==> config.mk <==
export PLATFORM = sky130hd
export DESIGN_NAME = skt_ctrl
export DESIGN_NICKNAME = d
export VERILOG_FILES = /design/src/rtl/skt_pkg.sv /design/src/rtl/skt_ctrl.sv
export SDC_FILE = /design/constraint.sdc
export NUM_CORES = 1
export LEC_CHECK = 0
export BUFFER_PORTS_ARGS = -buffer_cell sky130_fd_sc_hd__buf_2
export CORE_AREA = 8 8 49 51
export CTS_BUF_LIST = sky130_fd_sc_hd__clkbuf_16
export DETAILED_ROUTE_END_ITERATION = 16
export DIE_AREA = 0 0 57 59
export PLACE_DENSITY = 0.61
export REMOVE_ABC_BUFFERS = 1
export SLEW_MARGIN = 20
export SYNTH_ARGS = -nofsm -noshare
export SYNTH_HDL_FRONTEND = slang
export SYNTH_SLANG_ARGS = --single-unit
export TNS_END_PERCENT = 50
==> constraint.sdc <==
create_clock -name aclk -period 1.38 [get_ports aclk]
set_clock_uncertainty 0.05 [all_clocks]
set_input_delay 0.069 -clock aclk [delete_from_list [all_inputs] [get_ports aclk]]
set_output_delay 0.069 -clock aclk [all_outputs]
set_load 0.01 [all_outputs]
==> src/rtl/skt_pkg.sv <==
// Shared types and constants for the sorted key table.
// Used by skt_ctrl, skt_datapath and sorted_key_table_core; depends on nothing.
package skt_pkg;

    localparam int DEPTH   = 64;
    localparam int ADDR_W  = $clog2(DEPTH);
    localparam int CNT_W   = ADDR_W + 1;
    localparam int KEY_W   = 32;
    localparam int DATA_W  = 32;
    localparam int OP_W    = 3;
    localparam int STAT_W  = 3;
    localparam int POS_W   = 6;
    localparam int COUNT_W = 7;

    typedef enum logic [OP_W-1:0] {
        OP_CLEAR     = 3'd0,
        OP_INSERT    = 3'd1,
        OP_DELETE    = 3'd2,
        OP_UPDATE    = 3'd3,
        OP_LOOKUP    = 3'd4,
        OP_REWIND    = 3'd5,
        OP_READ_NEXT = 3'd6
    } op_e;

    typedef enum logic [STAT_W-1:0] {
        ST_OK        = 3'd0,
        ST_NOT_FOUND = 3'd1,
        ST_DUPLICATE = 3'd2,
        ST_FULL      = 3'd3,
        ST_END       = 3'd4
    } status_e;

    typedef enum logic [2:0] {
        S_IDLE,
        S_DECODE,
        S_SRCH_RD,
        S_SRCH_CMP,
        S_SHIFT,
        S_RD_NEXT,
        S_EMIT
    } state_t;

    typedef enum logic [4:0] {
        CMD_NONE,
        CMD_CAPTURE,
        CMD_CLEAR,
        CMD_REWIND,
        CMD_SRCH_INIT,
        CMD_SRCH_READ,
        CMD_SRCH_CMP,
        CMD_SET_STATUS,
        CMD_SHIFT_UP_INIT,
        CMD_SHIFT_DN_INIT,
        CMD_SHIFT_STEP,
        CMD_INS_WRITE,
        CMD_DEL_FINISH,
        CMD_UPD_WRITE,
        CMD_LOOKUP_HIT,
        CMD_CUR_READ,
        CMD_CUR_HIT,
        CMD_CUR_END,
        CMD_EMIT
    } cmd_e;

    typedef struct packed {
        cmd_e    cmd;
        status_e status;
    } dp_ctrl_t;

    typedef struct packed {
        op_e  op;
        logic srch_open;
        logic key_eq;
        logic table_full;
        logic shift_idle;
        logic cur_valid;
        logic out_free;
    } dp_stat_t;

endpackage

==> src/rtl/skt_ctrl.sv <==
// Sequencer for the sorted key table: one operation at a time.
// Depends on skt_pkg; drives skt_datapath through dp_ctrl_t, reads dp_stat_t.
module skt_ctrl (
    input  logic              aclk,
    input  logic              aresetn,
    input  logic              s_valid,
    output logic              s_ready,
    input  skt_pkg::dp_stat_t stat,
    output skt_pkg::dp_ctrl_t ctrl
);

    skt_pkg::state_t state_reg;
    skt_pkg::state_t state_next;

    always_ff @(posedge aclk) begin
        if (!aresetn) begin
            state_reg <= skt_pkg::S_IDLE;
        end else begin
            state_reg <= state_next;
        end
    end

    // next state
    always_comb begin
        state_next = state_reg;
        case (state_reg)
            skt_pkg::S_IDLE: begin
                if (s_valid) begin
                    state_next = skt_pkg::S_DECODE;
                end
            end
            skt_pkg::S_DECODE: begin
                case (stat.op)
                    skt_pkg::OP_INSERT, skt_pkg::OP_DELETE,
                    skt_pkg::OP_UPDATE, skt_pkg::OP_LOOKUP: begin
                        state_next = skt_pkg::S_SRCH_RD;
                    end
                    skt_pkg::OP_READ_NEXT: begin
                        state_next = stat.cur_valid ? skt_pkg::S_RD_NEXT : skt_pkg::S_EMIT;
                    end
                    default: begin
                        state_next = skt_pkg::S_EMIT;
                    end
                endcase
            end
            skt_pkg::S_SRCH_RD: begin
                if (stat.srch_open) begin
                    state_next = skt_pkg::S_SRCH_CMP;
                end else if (stat.op == skt_pkg::OP_INSERT && !stat.table_full) begin
                    state_next = skt_pkg::S_SHIFT;
                end else begin
                    state_next = skt_pkg::S_EMIT;
                end
            end
            skt_pkg::S_SRCH_CMP: begin
                if (!stat.key_eq) begin
                    state_next = skt_pkg::S_SRCH_RD;
                end else if (stat.op == skt_pkg::OP_DELETE) begin
                    state_next = skt_pkg::S_SHIFT;
                end else begin
                    state_next = skt_pkg::S_EMIT;
                end
            end
            skt_pkg::S_SHIFT: begin
                if (stat.shift_idle) begin
                    state_next = skt_pkg::S_EMIT;
                end
            end
            skt_pkg::S_RD_NEXT: begin
                state_next = skt_pkg::S_EMIT;
            end
            skt_pkg::S_EMIT: begin
                if (stat.out_free) begin
                    state_next = skt_pkg::S_IDLE;
                end
            end
            default: begin
                state_next = skt_pkg::S_IDLE;
            end
        endcase
    end

    // commands
    always_comb begin
        ctrl.cmd    = skt_pkg::CMD_NONE;
        ctrl.status = skt_pkg::ST_OK;
        s_ready     = 1'b0;
        case (state_reg)
            skt_pkg::S_IDLE: begin
                s_ready = 1'b1;
                if (s_valid) begin
                    ctrl.cmd = skt_pkg::CMD_CAPTURE;
                end
            end
            skt_pkg::S_DECODE: begin
                case (stat.op)
                    skt_pkg::OP_CLEAR: begin
                        ctrl.cmd = skt_pkg::CMD_CLEAR;
                    end
                    skt_pkg::OP_INSERT, skt_pkg::OP_DELETE,
                    skt_pkg::OP_UPDATE, skt_pkg::OP_LOOKUP: begin
                        ctrl.cmd = skt_pkg::CMD_SRCH_INIT;
                    end
                    skt_pkg::OP_REWIND: begin
                        ctrl.cmd = skt_pkg::CMD_REWIND;
                    end
                    skt_pkg::OP_READ_NEXT: begin
                        ctrl.cmd = stat.cur_valid ? skt_pkg::CMD_CUR_READ : skt_pkg::CMD_CUR_END;
                    end
                    default: begin
                        ctrl.cmd = skt_pkg::CMD_NONE;
                    end
                endcase
            end
            skt_pkg::S_SRCH_RD: begin
                if (stat.srch_open) begin
                    ctrl.cmd = skt_pkg::CMD_SRCH_READ;
                end else if (stat.op == skt_pkg::OP_INSERT) begin
                    if (stat.table_full) begin
                        ctrl.cmd    = skt_pkg::CMD_SET_STATUS;
                        ctrl.status = skt_pkg::ST_FULL;
                    end else begin
                        ctrl.cmd = skt_pkg::CMD_SHIFT_UP_INIT;
                    end
                end else begin
                    ctrl.cmd    = skt_pkg::CMD_SET_STATUS;
                    ctrl.status = skt_pkg::ST_NOT_FOUND;
                end
            end
            skt_pkg::S_SRCH_CMP: begin
                if (!stat.key_eq) begin
                    ctrl.cmd = skt_pkg::CMD_SRCH_CMP;
                end else begin
                    case (stat.op)
                        skt_pkg::OP_INSERT: begin
                            ctrl.cmd    = skt_pkg::CMD_SET_STATUS;
                            ctrl.status = skt_pkg::ST_DUPLICATE;
                        end
                        skt_pkg::OP_DELETE: begin
                            ctrl.cmd = skt_pkg::CMD_SHIFT_DN_INIT;
                        end
                        skt_pkg::OP_UPDATE: begin
                            ctrl.cmd = skt_pkg::CMD_UPD_WRITE;
                        end
                        default: begin
                            ctrl.cmd = skt_pkg::CMD_LOOKUP_HIT;
                        end
                    endcase
                end
            end
            skt_pkg::S_SHIFT: begin
                if (!stat.shift_idle) begin
                    ctrl.cmd = skt_pkg::CMD_SHIFT_STEP;
                end else if (stat.op == skt_pkg::OP_INSERT) begin
                    ctrl.cmd = skt_pkg::CMD_INS_WRITE;
                end else begin
                    ctrl.cmd = skt_pkg::CMD_DEL_FINISH;
                end
            end
            skt_pkg::S_RD_NEXT: begin
                ctrl.cmd = skt_pkg::CMD_CUR_HIT;
            end
            skt_pkg::S_EMIT: begin
                if (stat.out_free) begin
                    ctrl.cmd = skt_pkg::CMD_EMIT;
                end
            end
            default: begin
                ctrl.cmd = skt_pkg::CMD_NONE;
            end
        endcase
    end

endmodule

==> metrics.md <==
| Metric | Value |
|---|---|
| Startpoint types | `register` |
| Post-route total power | `945.3 uW` |
| Worst min-delay path class | `primary input to register` |
| Multi-input logic area | `489.2 um^2` |
| Tot GR Track Use | `12.80%` |
| Placed insts | `122` |
| Clk pin slew, worst setup/hold paths | `0.03 ns` |
| Tcrit/Tclk final | `111.4%` |
| Die Span Y | `59 um` |
| Commonest cells after routing, fill and taps aside | `buf_2, buf_4, inv_1` |
| CTS sink cnt | `3` |
| Max reg flops | `3` |
| Hold path startpoint | `aresetn` |
| Largest net degree at the start of global routing | `13` |
| Outcome | `complete, but fails checks` |
| HPWL Detailed | `1448 um` |
| Nets@finish | `122` |
| Hold path cells | `2` |
| GRT Max-Usage Layer | `met2` |
| Total grt overflow | `0` |
| Critical Path Start | `state_reg[1]$_SDFFE_PN0P_` |
| Full die area | `0.003363 mm^2` |
| Final worst path period need | `1.538 ns` |
| Share of post-route cells with drive strength above 1 | `49.54%` |
| CTS tree | `done` |
| Worst Reg-to-Reg Cells | `3` |
| WL/cell | `16.57 um` |
| Syn Area/Cell | `6.457 um^2` |
| Vias/cell | `5.754` |
| VDD IR max | `0.0006526 V` |
| H-tree Lvls | `1` |
| Postcts setup bufs | `0` |
| IO Port Bufs | `19` |
| Post-synth top area share | `11.48%` |
| Setup ws final | `-0.1578 ns` |
| IO Pins | `21` |
| Starting Density | `31.67%` |
| Final instance area | `879.6 um^2` |
| Antenna violations before repair | `0` |
| Fill cell count | `158` |
| FP Rows | `15` |
| FF/Latch Area | `67.56 um^2` |
| EDFF count, synth | `0` |
| Primary FF master, synth | `dfxtp_1` |
| Max-cap violations | `0` |
| Fin. Hold Viols | `0` |
| DP Area | `698.2 um^2` |
| Met1 GRT Util | `15.69%` |
| Commonest non-fill, non-tap cell in the layout | `buf_2` |
| DR pass1 iterations | `4` |
| Worst R2R Start | `state_reg[2]$_SDFFE_PN0P_` |
| Sequential area share after synthesis | `11.48%` |
| Peak Freq | `0.6503 GHz` |
| Non-filler cells, final | `126` |
| CP max stage delay | `0.40 ns` |
| Post-Synthesis Cells | `81` |
| Synth async-reset ratio | `0%` |
| Place WS | `-0.08880 ns` |
| Final Max Slew Viols | `0` |
| Met2 GRT Util | `19.84%` |
| Failing checks | `negative setup slack` |
| Via count | `725` |
| Pwr Density | `1075 mW/mm^2` |
| WL final | `2088 um` |
| Warnings from Yosys | `0` |
| Final GP Congestion | `0.8811` |
| CP cell instances | `buf_4 -> nor3_2 -> a21oi_1 -> o311ai_1 -> buf_2` |
| Core region area | `0.001652 mm^2` |
| Synth-to-Final Area Change | `68.18%` |
| CTS root buffer | `clkbuf_16` |
| Setup Crit Path Kind | `register to output port` |
| Crit Path Max Fanout | `11` |
| CTS Buf Count | `3` |
| Register bit count reported by yosys | `3` |
| Post-route ant nets | `0` |
| # diodes | `0` |
| Leading area contributor after synthesis | `dfxtp_1` |
| First DRT Iteration DRCs | `15` |
| Worst setup EP type | `output port` |
| Clock latency on the worst-skew pair | `0.23 ns` |
| Netlist cell types | `35` |
| CP top delay family | `flip-flops` |
| M3 GR Usage | `3.648%` |
| P_leak | `0.0003607 uW` |
| Hold-fix buffer count after cts | `0` |
| Vias in the first global route | `702` |
| Max Buffers Root-to-Sink | `2` |
| Critical path data required time | `1.26 ns` |
| Largest cells by area after synthesis | `dfxtp_1, nor2_1, nor4b_1, nand2b_1, o22ai_1` |
| Die Wd | `57 um` |
| Post-Syn Area | `523.0 um^2` |
| # DRC | `0` |
| Final setup fails | `5` |
| Crit path depth | `5` |
| Worst path slowest cell | `dfxtp_1` |
| Unrepaired setup endpoints after global routing | `yes` |
| Bufs and invs on worst path | `2` |
| Worst path arrival time | `1.42 ns` |
| First-pass GRT wire length | `3463 um` |
-- synthesized netlist by cell type (2+ instances only) --
cell      n
inv_1     5
o22ai_1   4
nand3_1   3
a21oi_1   4
o21ai_0   4
nor4_1    2
nor3_1    4
nand3b_1  2
dfxtp_1   3
nand2b_1  4
o311ai_0  2
nand2_1   5
nor4b_1   3
clkbuf_1  6
nor2_1    7
o211ai_1  2
nor2b_1   2
a221oi_1  2
-- area by class of cell --
| type | count | area share [%] |
|---|---|---|
| well taps | 17 | 2.418 |
| clock buffers | 3 | 8.535 |
| multi-input cells | 64 | 55.62 |
| flip-flops and latches | 3 | 7.681 |
| inverters | 5 | 2.134 |
| clock inverters | 1 | 0.4267 |
| repair buffers | 33 | 23.19 |
-- report_power, final --
group | total, uW | internal [uW] | switching, uW
sequential | 117 | 99.3 | 17.9
clock | 462 | 374 | 87.4
combinational | 366 | 166 | 200
total | 945 | 640 | 305
-- metal layers --
layer	vias up	part of all wire [%]
met5	-	0
met4	0	2.5
met1	339	45
met2	21	48
met3	6	4.5
li1	359	-
-- metrics by stage --
stage | hold WS, ns | utilization [%] | TNS [ns]
global placement | 0.2851 | 42.27 | -0.07150
finish | 0.05053 | 53.26 | -0.4089
global route | 0.07487 | 53.26 | -0.8622
floorplan | 0.1485 | - | -0.1554
CTS | 0.05973 | 50.98 | -0.3285
detailed placement | 0.2915 | 42.27 | -0.08880
-- final timing paths --
check                         endpoint  slack [ns]
max                            ctrl[3]       -0.16
min          state_reg[0]$_SDFFE_PN0P_        0.05
max reg2reg  state_reg[1]$_SDFFE_PN0P_       -0.01
min reg2reg  state_reg[0]$_SDFFE_PN0P_        0.69
-- worst reg2reg max path, stage by stage (launching register included) --
cell and delay, ns:
dfxtp_4 0.35, nand2b_2 0.26, a211o_1 0.34, a221oi_1 0.28
-- kinds of logic (layout without fill, tap and decap cells) --
| logic type | Yosys count | after routing | synth area share [%] |
|---|---|---|---|
| compound gates | 25 | 25 | 33.02 |
| flops | 3 | 3 | 11.48 |
| other cells | 1 | 1 | 0.7170 |
| buf+inv | 14 | 42 | 12.44 |
| simple gates | 37 | 37 | 40.43 |
| mux | 1 | 1 | 1.914 |
-- what timing repair did --
item / 4_1_cts / 5_1_grt
pin swaps: 4 / 1
endpoints found under the setup margin: 8 / 10
resized for setup: 18 / 8
(Power assumes the default switching activity.)
