--- src/rtl/skt_pkg.sv ---
// Shared types and constants for the sorted key table.
// Used by skt_ctrl, skt_datapath and sorted_key_table_core; depends on nothing.
package skt_pkg;

    localparam int DEPTH   = 64;
    localparam int ADDR_W  = $clog2(DEPTH);
    localparam int CNT_W   = ADDR_W + 1;
    localparam int KEY_W   = 32;
    localparam int DATA_W  = 32;
    localparam int OP_W    = 3;
    localparam int STAT_W  = 3;
    localparam int POS_W   = 6;
    localparam int COUNT_W = 7;

    typedef enum logic [OP_W-1:0] {
        OP_CLEAR     = 3'd0,
        OP_INSERT    = 3'd1,
        OP_DELETE    = 3'd2,
        OP_UPDATE    = 3'd3,
        OP_LOOKUP    = 3'd4,
        OP_REWIND    = 3'd5,
        OP_READ_NEXT = 3'd6
    } op_e;

    typedef enum logic [STAT_W-1:0] {
        ST_OK        = 3'd0,
        ST_NOT_FOUND = 3'd1,
        ST_DUPLICATE = 3'd2,
        ST_FULL      = 3'd3,
        ST_END       = 3'd4
    } status_e;

    typedef enum logic [2:0] {
        S_IDLE,
        S_DECODE,
        S_SRCH_RD,
        S_SRCH_CMP,
        S_SHIFT,
        S_RD_NEXT,
        S_EMIT
    } state_t;

    typedef enum logic [4:0] {
        CMD_NONE,
        CMD_CAPTURE,
        CMD_CLEAR,
        CMD_REWIND,
        CMD_SRCH_INIT,
        CMD_SRCH_READ,
        CMD_SRCH_CMP,
        CMD_SET_STATUS,
        CMD_SHIFT_UP_INIT,
        CMD_SHIFT_DN_INIT,
        CMD_SHIFT_STEP,
        CMD_INS_WRITE,
        CMD_DEL_FINISH,
        CMD_UPD_WRITE,
        CMD_LOOKUP_HIT,
        CMD_CUR_READ,
        CMD_CUR_HIT,
        CMD_CUR_END,
        CMD_EMIT
    } cmd_e;

    typedef struct packed {
        cmd_e    cmd;
        status_e status;
    } dp_ctrl_t;

    typedef struct packed {
        op_e  op;
        logic srch_open;
        logic key_eq;
        logic table_full;
        logic shift_idle;
        logic cur_valid;
        logic out_free;
    } dp_stat_t;

endpackage

--- src/rtl/skt_datapath.sv ---
// Datapath of the sorted key table: key and payload memories, search bounds,
// shift engine, count, read cursor and the result register. Depends on skt_pkg.
module skt_datapath (
    input  logic                         aclk,
    input  logic                         aresetn,
    input  logic [skt_pkg::OP_W-1:0]     s_op,
    input  logic [skt_pkg::KEY_W-1:0]    s_key,
    input  logic [skt_pkg::DATA_W-1:0]   s_payload,
    output logic                         m_valid,
    input  logic                         m_ready,
    output logic [skt_pkg::STAT_W-1:0]   m_status,
    output logic [skt_pkg::KEY_W-1:0]    m_found_key,
    output logic [skt_pkg::DATA_W-1:0]   m_found_payload,
    output logic [skt_pkg::POS_W-1:0]    m_position,
    output logic [skt_pkg::COUNT_W-1:0]  m_count,
    input  skt_pkg::dp_ctrl_t            ctrl,
    output skt_pkg::dp_stat_t            stat
);

    localparam int AW = skt_pkg::ADDR_W;
    localparam int CW = skt_pkg::CNT_W;

    logic [skt_pkg::KEY_W-1:0]  key_mem [skt_pkg::DEPTH];
    logic [skt_pkg::DATA_W-1:0] pay_mem [skt_pkg::DEPTH];

    logic [skt_pkg::KEY_W-1:0]  krd_reg;
    logic [skt_pkg::DATA_W-1:0] prd_reg;

    // captured beat
    logic [skt_pkg::OP_W-1:0]   op_reg;
    logic [skt_pkg::KEY_W-1:0]  key_reg;
    logic [skt_pkg::DATA_W-1:0] pay_reg;

    logic [CW-1:0] count_reg, count_next;
    logic [CW-1:0] cursor_reg, cursor_next;
    logic [CW-1:0] lo_reg, lo_next;
    logic [CW-1:0] hi_reg, hi_next;
    logic [AW-1:0] mid_reg, mid_next;

    // shift engine
    logic [CW-1:0] idx_reg, idx_next;
    logic [CW-1:0] at_reg, at_next;
    logic [AW-1:0] dst_reg, dst_next;
    logic          up_reg, up_next;
    logic          more_reg, more_next;
    logic          pend_reg, pend_next;

    // result being built
    skt_pkg::status_e           res_status_reg, res_status_next;
    logic [skt_pkg::KEY_W-1:0]  res_key_reg, res_key_next;
    logic [skt_pkg::DATA_W-1:0] res_pay_reg, res_pay_next;
    logic [CW-1:0]              res_pos_reg, res_pos_next;

    logic                         m_valid_reg, m_valid_next;
    logic [skt_pkg::STAT_W-1:0]   m_status_reg;
    logic [skt_pkg::KEY_W-1:0]    m_key_reg;
    logic [skt_pkg::DATA_W-1:0]   m_pay_reg;
    logic [skt_pkg::POS_W-1:0]    m_pos_reg;
    logic [skt_pkg::COUNT_W-1:0]  m_count_reg;

    // memory port signals
    logic                       rd_en;
    logic [AW-1:0]              rd_addr;
    logic                       kwe, pwe;
    logic [AW-1:0]              wr_addr;
    logic [skt_pkg::KEY_W-1:0]  kwd;
    logic [skt_pkg::DATA_W-1:0] pwd;

    logic [CW:0]   lo_hi_sum;
    logic [AW-1:0] mid_calc;
    logic [CW:0]   idx_plus2;
    logic          key_lt;

    assign lo_hi_sum = {1'b0, lo_reg} + {1'b0, hi_reg};
    assign mid_calc  = lo_hi_sum[AW:1];
    assign idx_plus2 = {1'b0, idx_reg} + (CW+1)'(2);
    assign key_lt    = key_reg < krd_reg;

    assign stat.op         = skt_pkg::op_e'(op_reg);
    assign stat.srch_open  = lo_reg < hi_reg;
    assign stat.key_eq     = key_reg == krd_reg;
    assign stat.table_full = count_reg >= CW'(skt_pkg::DEPTH);
    assign stat.shift_idle = !more_reg && !pend_reg;
    assign stat.cur_valid  = cursor_reg < count_reg;
    assign stat.out_free   = !m_valid_reg || m_ready;

    always_ff @(posedge aclk) begin
        if (rd_en) begin
            krd_reg <= key_mem[rd_addr];
            prd_reg <= pay_mem[rd_addr];
        end
        if (kwe) begin
            key_mem[wr_addr] <= kwd;
        end
        if (pwe) begin
            pay_mem[wr_addr] <= pwd;
        end
    end

    always_comb begin
        rd_en   = 1'b0;
        rd_addr = mid_calc;
        kwe     = 1'b0;
        pwe     = 1'b0;
        wr_addr = dst_reg;
        kwd     = krd_reg;
        pwd     = prd_reg;
        case (ctrl.cmd)
            skt_pkg::CMD_SRCH_READ: begin
                rd_en = 1'b1;
            end
            skt_pkg::CMD_CUR_READ: begin
                rd_en   = 1'b1;
                rd_addr = cursor_reg[AW-1:0];
            end
            skt_pkg::CMD_SHIFT_STEP: begin
                // read the next source while writing the one fetched last cycle
                rd_en   = more_reg;
                rd_addr = up_reg ? AW'(idx_reg - CW'(1)) : AW'(idx_reg + CW'(1));
                kwe     = pend_reg;
                pwe     = pend_reg;
            end
            skt_pkg::CMD_INS_WRITE: begin
                kwe     = 1'b1;
                pwe     = 1'b1;
                wr_addr = at_reg[AW-1:0];
                kwd     = key_reg;
                pwd     = pay_reg;
            end
            skt_pkg::CMD_UPD_WRITE: begin
                pwe     = 1'b1;
                wr_addr = mid_reg;
                pwd     = pay_reg;
            end
            default: begin
                rd_en = 1'b0;
            end
        endcase
    end

    always_comb begin
        count_next      = count_reg;
        cursor_next     = cursor_reg;
        lo_next         = lo_reg;
        hi_next         = hi_reg;
        mid_next        = mid_reg;
        idx_next        = idx_reg;
        at_next         = at_reg;
        dst_next        = dst_reg;
        up_next         = up_reg;
        more_next       = more_reg;
        pend_next       = pend_reg;
        res_status_next = res_status_reg;
        res_key_next    = res_key_reg;
        res_pay_next    = res_pay_reg;
        res_pos_next    = res_pos_reg;
        m_valid_next    = m_valid_reg && !m_ready;
        case (ctrl.cmd)
            skt_pkg::CMD_CAPTURE: begin
                res_status_next = skt_pkg::ST_OK;
                res_key_next    = '0;
                res_pay_next    = '0;
                res_pos_next    = '0;
            end
            skt_pkg::CMD_CLEAR: begin
                count_next  = '0;
                cursor_next = '0;
            end
            skt_pkg::CMD_REWIND: begin
                cursor_next = '0;
            end
            skt_pkg::CMD_SRCH_INIT: begin
                lo_next = '0;
                hi_next = count_reg;
            end
            skt_pkg::CMD_SRCH_READ: begin
                mid_next = mid_calc;
            end
            skt_pkg::CMD_SRCH_CMP: begin
                if (key_lt) begin
                    hi_next = CW'(mid_reg);
                end else begin
                    lo_next = CW'(mid_reg) + CW'(1);
                end
            end
            skt_pkg::CMD_SET_STATUS: begin
                res_status_next = ctrl.status;
            end
            skt_pkg::CMD_SHIFT_UP_INIT: begin
                // destinations run from count down to the insert point plus one
                at_next   = lo_reg;
                idx_next  = count_reg;
                up_next   = 1'b1;
                more_next = count_reg > lo_reg;
                pend_next = 1'b0;
            end
            skt_pkg::CMD_SHIFT_DN_INIT: begin
                // destinations run from the hit up to count minus two
                at_next   = CW'(mid_reg);
                idx_next  = CW'(mid_reg);
                up_next   = 1'b0;
                more_next = (CW'(mid_reg) + CW'(1)) < count_reg;
                pend_next = 1'b0;
            end
            skt_pkg::CMD_SHIFT_STEP: begin
                pend_next = more_reg;
                if (more_reg) begin
                    dst_next = idx_reg[AW-1:0];
                    if (up_reg) begin
                        idx_next  = idx_reg - CW'(1);
                        more_next = (idx_reg - CW'(1)) > at_reg;
                    end else begin
                        idx_next  = idx_reg + CW'(1);
                        more_next = idx_plus2 < {1'b0, count_reg};
                    end
                end
            end
            skt_pkg::CMD_INS_WRITE: begin
                count_next   = count_reg + CW'(1);
                res_pos_next = at_reg;
            end
            skt_pkg::CMD_DEL_FINISH: begin
                count_next   = count_reg - CW'(1);
                res_pos_next = at_reg;
            end
            skt_pkg::CMD_UPD_WRITE: begin
                res_pos_next = CW'(mid_reg);
            end
            skt_pkg::CMD_LOOKUP_HIT: begin
                res_key_next = krd_reg;
                res_pay_next = prd_reg;
                res_pos_next = CW'(mid_reg);
            end
            skt_pkg::CMD_CUR_HIT: begin
                res_key_next = krd_reg;
                res_pay_next = prd_reg;
                res_pos_next = cursor_reg;
                cursor_next  = cursor_reg + CW'(1);
            end
            skt_pkg::CMD_CUR_END: begin
                res_status_next = skt_pkg::ST_END;
                cursor_next     = count_reg;
            end
            skt_pkg::CMD_EMIT: begin
                m_valid_next = 1'b1;
            end
            default: begin
                m_valid_next = m_valid_reg && !m_ready;
            end
        endcase
    end

    always_ff @(posedge aclk) begin
        if (!aresetn) begin
            count_reg   <= '0;
            cursor_reg  <= '0;
            more_reg    <= 1'b0;
            pend_reg    <= 1'b0;
            m_valid_reg <= 1'b0;
        end else begin
            count_reg   <= count_next;
            cursor_reg  <= cursor_next;
            more_reg    <= more_next;
            pend_reg    <= pend_next;
            m_valid_reg <= m_valid_next;
        end
    end

    always_ff @(posedge aclk) begin
        if (ctrl.cmd == skt_pkg::CMD_CAPTURE) begin
            op_reg  <= s_op;
            key_reg <= s_key;
            pay_reg <= s_payload;
        end
        lo_reg         <= lo_next;
        hi_reg         <= hi_next;
        mid_reg        <= mid_next;
        idx_reg        <= idx_next;
        at_reg         <= at_next;
        dst_reg        <= dst_next;
        up_reg         <= up_next;
        res_status_reg <= res_status_next;
        res_key_reg    <= res_key_next;
        res_pay_reg    <= res_pay_next;
        res_pos_reg    <= res_pos_next;
        if (ctrl.cmd == skt_pkg::CMD_EMIT) begin
            m_status_reg <= res_status_reg;
            m_key_reg    <= res_key_reg;
            m_pay_reg    <= res_pay_reg;
            m_pos_reg    <= res_pos_reg[skt_pkg::POS_W-1:0];
            m_count_reg  <= skt_pkg::COUNT_W'(count_reg);
        end
    end

    assign m_valid         = m_valid_reg;
    assign m_status        = m_status_reg;
    assign m_found_key     = m_key_reg;
    assign m_found_payload = m_pay_reg;
    assign m_position      = m_pos_reg;
    assign m_count         = m_count_reg;

endmodule

--- config.mk ---
export PLATFORM = sky130hd
export DESIGN_NAME = skt_datapath
export DESIGN_NICKNAME = d
export VERILOG_FILES = /design/src/rtl/skt_pkg.sv /design/src/rtl/skt_datapath.sv
export SDC_FILE = /design/constraint.sdc
export NUM_CORES = 2
export LEC_CHECK = 0
export ABC_CLOCK_PERIOD_IN_PS = 19100
export BUFFER_PORTS_ARGS = -buffer_cell sky130_fd_sc_hd__buf_4
export CAP_MARGIN = 20
export CORE_UTILIZATION = 30
export DETAILED_ROUTE_END_ITERATION = 16
export PLACE_DENSITY = 0.42
export RECOVER_POWER = 50
export SYNTH_ARGS = -nofsm -noshare
export SYNTH_HDL_FRONTEND = slang
export SYNTH_SLANG_ARGS = --single-unit
export TNS_END_PERCENT = 1
--- constraint.sdc ---
create_clock -name aclk -period 19.1 [get_ports aclk]
set_clock_uncertainty 0.15 [all_clocks]
set_input_delay 0.955 -clock aclk [delete_from_list [all_inputs] [get_ports aclk]]
set_output_delay 0.955 -clock aclk [all_outputs]
set_load 0.1 [all_outputs]
==> results by group <==
Cells and area
  – Top Registers: key_mem: 2048 flops, pay_mem: 2048 flops
  – Fin nets: 12442
  – Finished Core Util: 0.349
  – Area delta synth->final: 15.8%
  – Design area: 203000 µm²
  – Fraction of layout cells with a size suffix above 1: 0.110

Detailed routing
  – Drt pass-1 iters: 7
  – Final antenna-violating net count: 0
  – Total vias in the final route: 108560
  – Initial DRC count: 11601
  – DR WL/cell: 30.5 µm
  – Remaining DRCs: 0
  – WL final: 623000 µm
  – Vias/cell: 5.31

Placed design
  – Placed inst area: 188000 µm²
  – Placer Congestion: 0.786
  – Hpwl dp: 351000 µm
  – Buffers on Ports: 167

Global route
  – Total congestion overflow: 0
  – Number of global-route vias before repair: 105462
  – Largest net degree at the start of global routing: 179
  – Overall Global Routing Usage: 0.204
  – First-pass GRT wire length: 858000 µm
  – Antenna violations before repair: 44

CTS
  – Clock-pin slew on the worst setup and hold paths: 0.06 ns
  – Clock Latency Late Sink: 1.07 ns
  – Post-CTS setup repair buffer count: 0
  – Deepest clock path buffer count: 4
  – Clock root buffer: clkbuf_16
  – Max H-tree Level: 5
  – TritonCTS clock tree: built
  – Total CTS buffers: 484
  – Clock Sinks: 4438

Worst setup path
  – Crit path max-delay family: buffers and inverters
  – R2r startpoint: lo_reg[0]$_SDFFCE_PN0P_
  – Crit Reg-Reg Endpoint: krd_reg[27]$_DFFE_PP_
  – CP startpoint kind: input pin
  – CP Max Fanout: 34
  – Crit path DAT: 9.74 ns
  – CP endpoint kind: flip-flop
  – Worst path cell trace: clkbuf_1, nor2_1, nand2_1, nor2_1, clkbuf_1, nor2_1, clkbuf_1, a221o_1, nor2_1, nand2_2, clkbuf_1, nor2_4, buf_4
  – Worst Path Required: 19.64 ns
  – CP max stage delay: 2.57 ns
  – Buffers plus inverters on the worst setup path: 5
  – CP Class: input pin to flip-flop
  – R2r setup slk: 11.68 ns
  – Slowest CP cell: clkbuf_1
  – Worst Reg-to-Reg Cells: 12

Synthesis
  – Cell taking the most area after synthesis: edfxtp_1
  – Number of enable flip-flop cells after synthesis: 4421
  – Unique cell type count in the Yosys netlist: 77
  – Synthesized instance count: 11971
  – Cell Area, Synth: 176000 µm²
  – Mapped Nets: 12137
  – Top-area cell type share of the netlist area: 0.756
  – Synth area leaders: edfxtp_1 (76%), nand2_1 (5.1%), mux2i_1 (2.8%), a21oi_1 (2.2%), nand3_1 (1.4%)
  – Syn_area_per_cell: 14.7 µm²
  – Synth Register Bits: 4438
  – Post-synth top cells: edfxtp_1 (4421), nand2_1 (2400), a21oi_1 (787)
  – Cell with the most instances after synthesis: edfxtp_1
  – YS warnings: 0
  – Most common flop cell mapped by yosys: edfxtp_1
  – Register area share after synthesis: 0.758
  – Async S/R FF share, synth: 0

STA
  – Min Tclk post-route: 9.19 ns
  – Fmax: 109 MHz
  – Unrepaired setup endpoints after global routing: no
  – Final Hold Fails: 0
  – Fin crit share: 0.481
  – Worst slew pin tran: 4.56 ns
  – Max Slew Vio Count: 4520
  – Final setup viols: 0
  – Slew HR: -2.04
  – Sum Neg Setup Slack: 0 ns

Die
  – Rows: 280
  – I/O pin count: 168
  – Die area: 588000 µm²
  – Die H: 767 µm
  – Starting Density: 0.302
  – Die X: 767 µm
  – Core Area: 582000 µm²

Min path
  – Hold EP: more_reg$_SDFFE_PN0P_
  – Hold path startpoint: aresetn
  – Worst hold path stage count: 3
  – Hold Path Class: input pin to flip-flop

Status
  – Failing checks: capacitance limit, slew limit
  – Status: finished with violations

Power and ir drop
  – Pleak: 66.9 nW
  – Maximum VDD drop: 79.8 µV
  – Power Density: 104 nW/µm²

Flow run
  – Max-Cap Viols: 82
-- per-layer routing --
layer,track usage,vias to the layer above,share of wire
met2,0.334,3962,0.47
met4,0.0511,2,0.027
met5,0,-,0.000018
li1,-,46686,-
met3,0.0266,780,0.060
met1,0.288,57130,0.45
-- how the worst max path moves through the flow --
| stage | startpoint | endpoint | slack [ns] | depth (start not counted) |
|---|---|---|---|---|
| after global placement | ctrl[4] | prd_reg[1]$_DFFE_PP_ | 10.59 | 13 |
| after floorplan | ctrl[5] | res_key_reg[0]$_SDFFCE_PN0P_ | 11.07 | 6 |
| after global routing | ctrl[4] | key_mem[12][27]$_DFFE_PP_ | 9.73 | 11 |
| final | ctrl[4] | pay_mem[19][10]$_DFFE_PP_ | 9.91 | 13 |
| after detailed placement | ctrl[4] | krd_reg[27]$_DFFE_PP_ | 11.27 | 12 |
| after CTS | lo_reg[0]$_SDFFCE_PN0P_ | prd_reg[4]$_DFFE_PP_ | 11.78 | 15 |
-- power by group --
group / total [mW] / leakage, nW / switching, mW / internal [mW]
logic: 1.24 / 19.4 / 0.905 / 0.334
registers: 10.7 / 39.9 / 0.0181 / 10.7
clock network: 9.16 / 7.48 / 3.97 / 5.19
-- layout make-up --
cell class | count | area (µm²)
fillers | 55741 | 379000
multi-input cells | 6622 | 40200
well taps | 7755 | 9700
diodes | 21 | 52.6
repair buffers | 649 | 4600
clock inverters | 280 | 2660
clock buffers | 609 | 12600
inverters | 81 | 305
flip-flops and latches | 4438 | 133000
-- worst reg2reg max path, stage by stage (launching register included) --
cell and delay, ns:
edfxtp_1 0.45, and2_0 0.20, fa_1 0.41, xnor2_1 0.27, a221oi_4 1.03, buf_12 0.63
buf_4 0.88, buf_4 0.78, buf_4 0.78, nand3_1 0.16, and3_1 0.22, nor4_1 0.97
nor4_1 0.18
-- layout by cell type (no fill, tap or decap), types with 106 or more instances in the layout --
cell type,instances
a21o_1,146
a21oi_1,785
a221oi_1,239
a22o_1,127
a31oi_1,113
a32oi_1,258
and3_1,179
buf_4,305
clkbuf_1,303
clkbuf_16,486
clkinv_1,106
edfxtp_1,4421
mux2i_1,499
nand2_1,2360
nand3_1,500
nor2_4,125
o21ai_0,140
o22ai_1,149
-- timing repair --
action / CTS / global route
hold buffers: 70 / 0
hold endpoints to repair: 70 / 0
gates resized for setup: 0 / 0
-- stage by stage --
| stage | hold WS [ns] | setup WS, ns | instances | power [mW] |
|---|---|---|---|---|
| floorplan | 0.250 | 11.07 | 11971 | 11.6 |
| global placement | 0.258 | 10.59 | 19447 | 12.2 |
| detailed placement | 0.255 | 11.27 | 19472 | 12.2 |
| CTS | 0.0136 | 11.78 | 20431 | 21.3 |
| global route | 0.0849 | 9.73 | 20435 | 21.8 |
| finish | 0.109 | 9.91 | 20455 | 21.1 |
-- cells by family (layout without fill, tap and decap cells) --
group                      Yosys count  in the layout  share of synthesized area
and+or+nand+nor                   3562           3562                     0.0873
muxes                              541            541                     0.0311
adders and majority gates           88             88                    0.00636
buffers and inverters              911           1619                     0.0218
other                                0             21                          0
AOI/OAI and AO/OA                 2405           2405                     0.0941
xor gates and xnor gates            26             26                    0.00130
DFF                               4438           4438                      0.758
No activity file was read; power rests on OpenSTA's default activity.
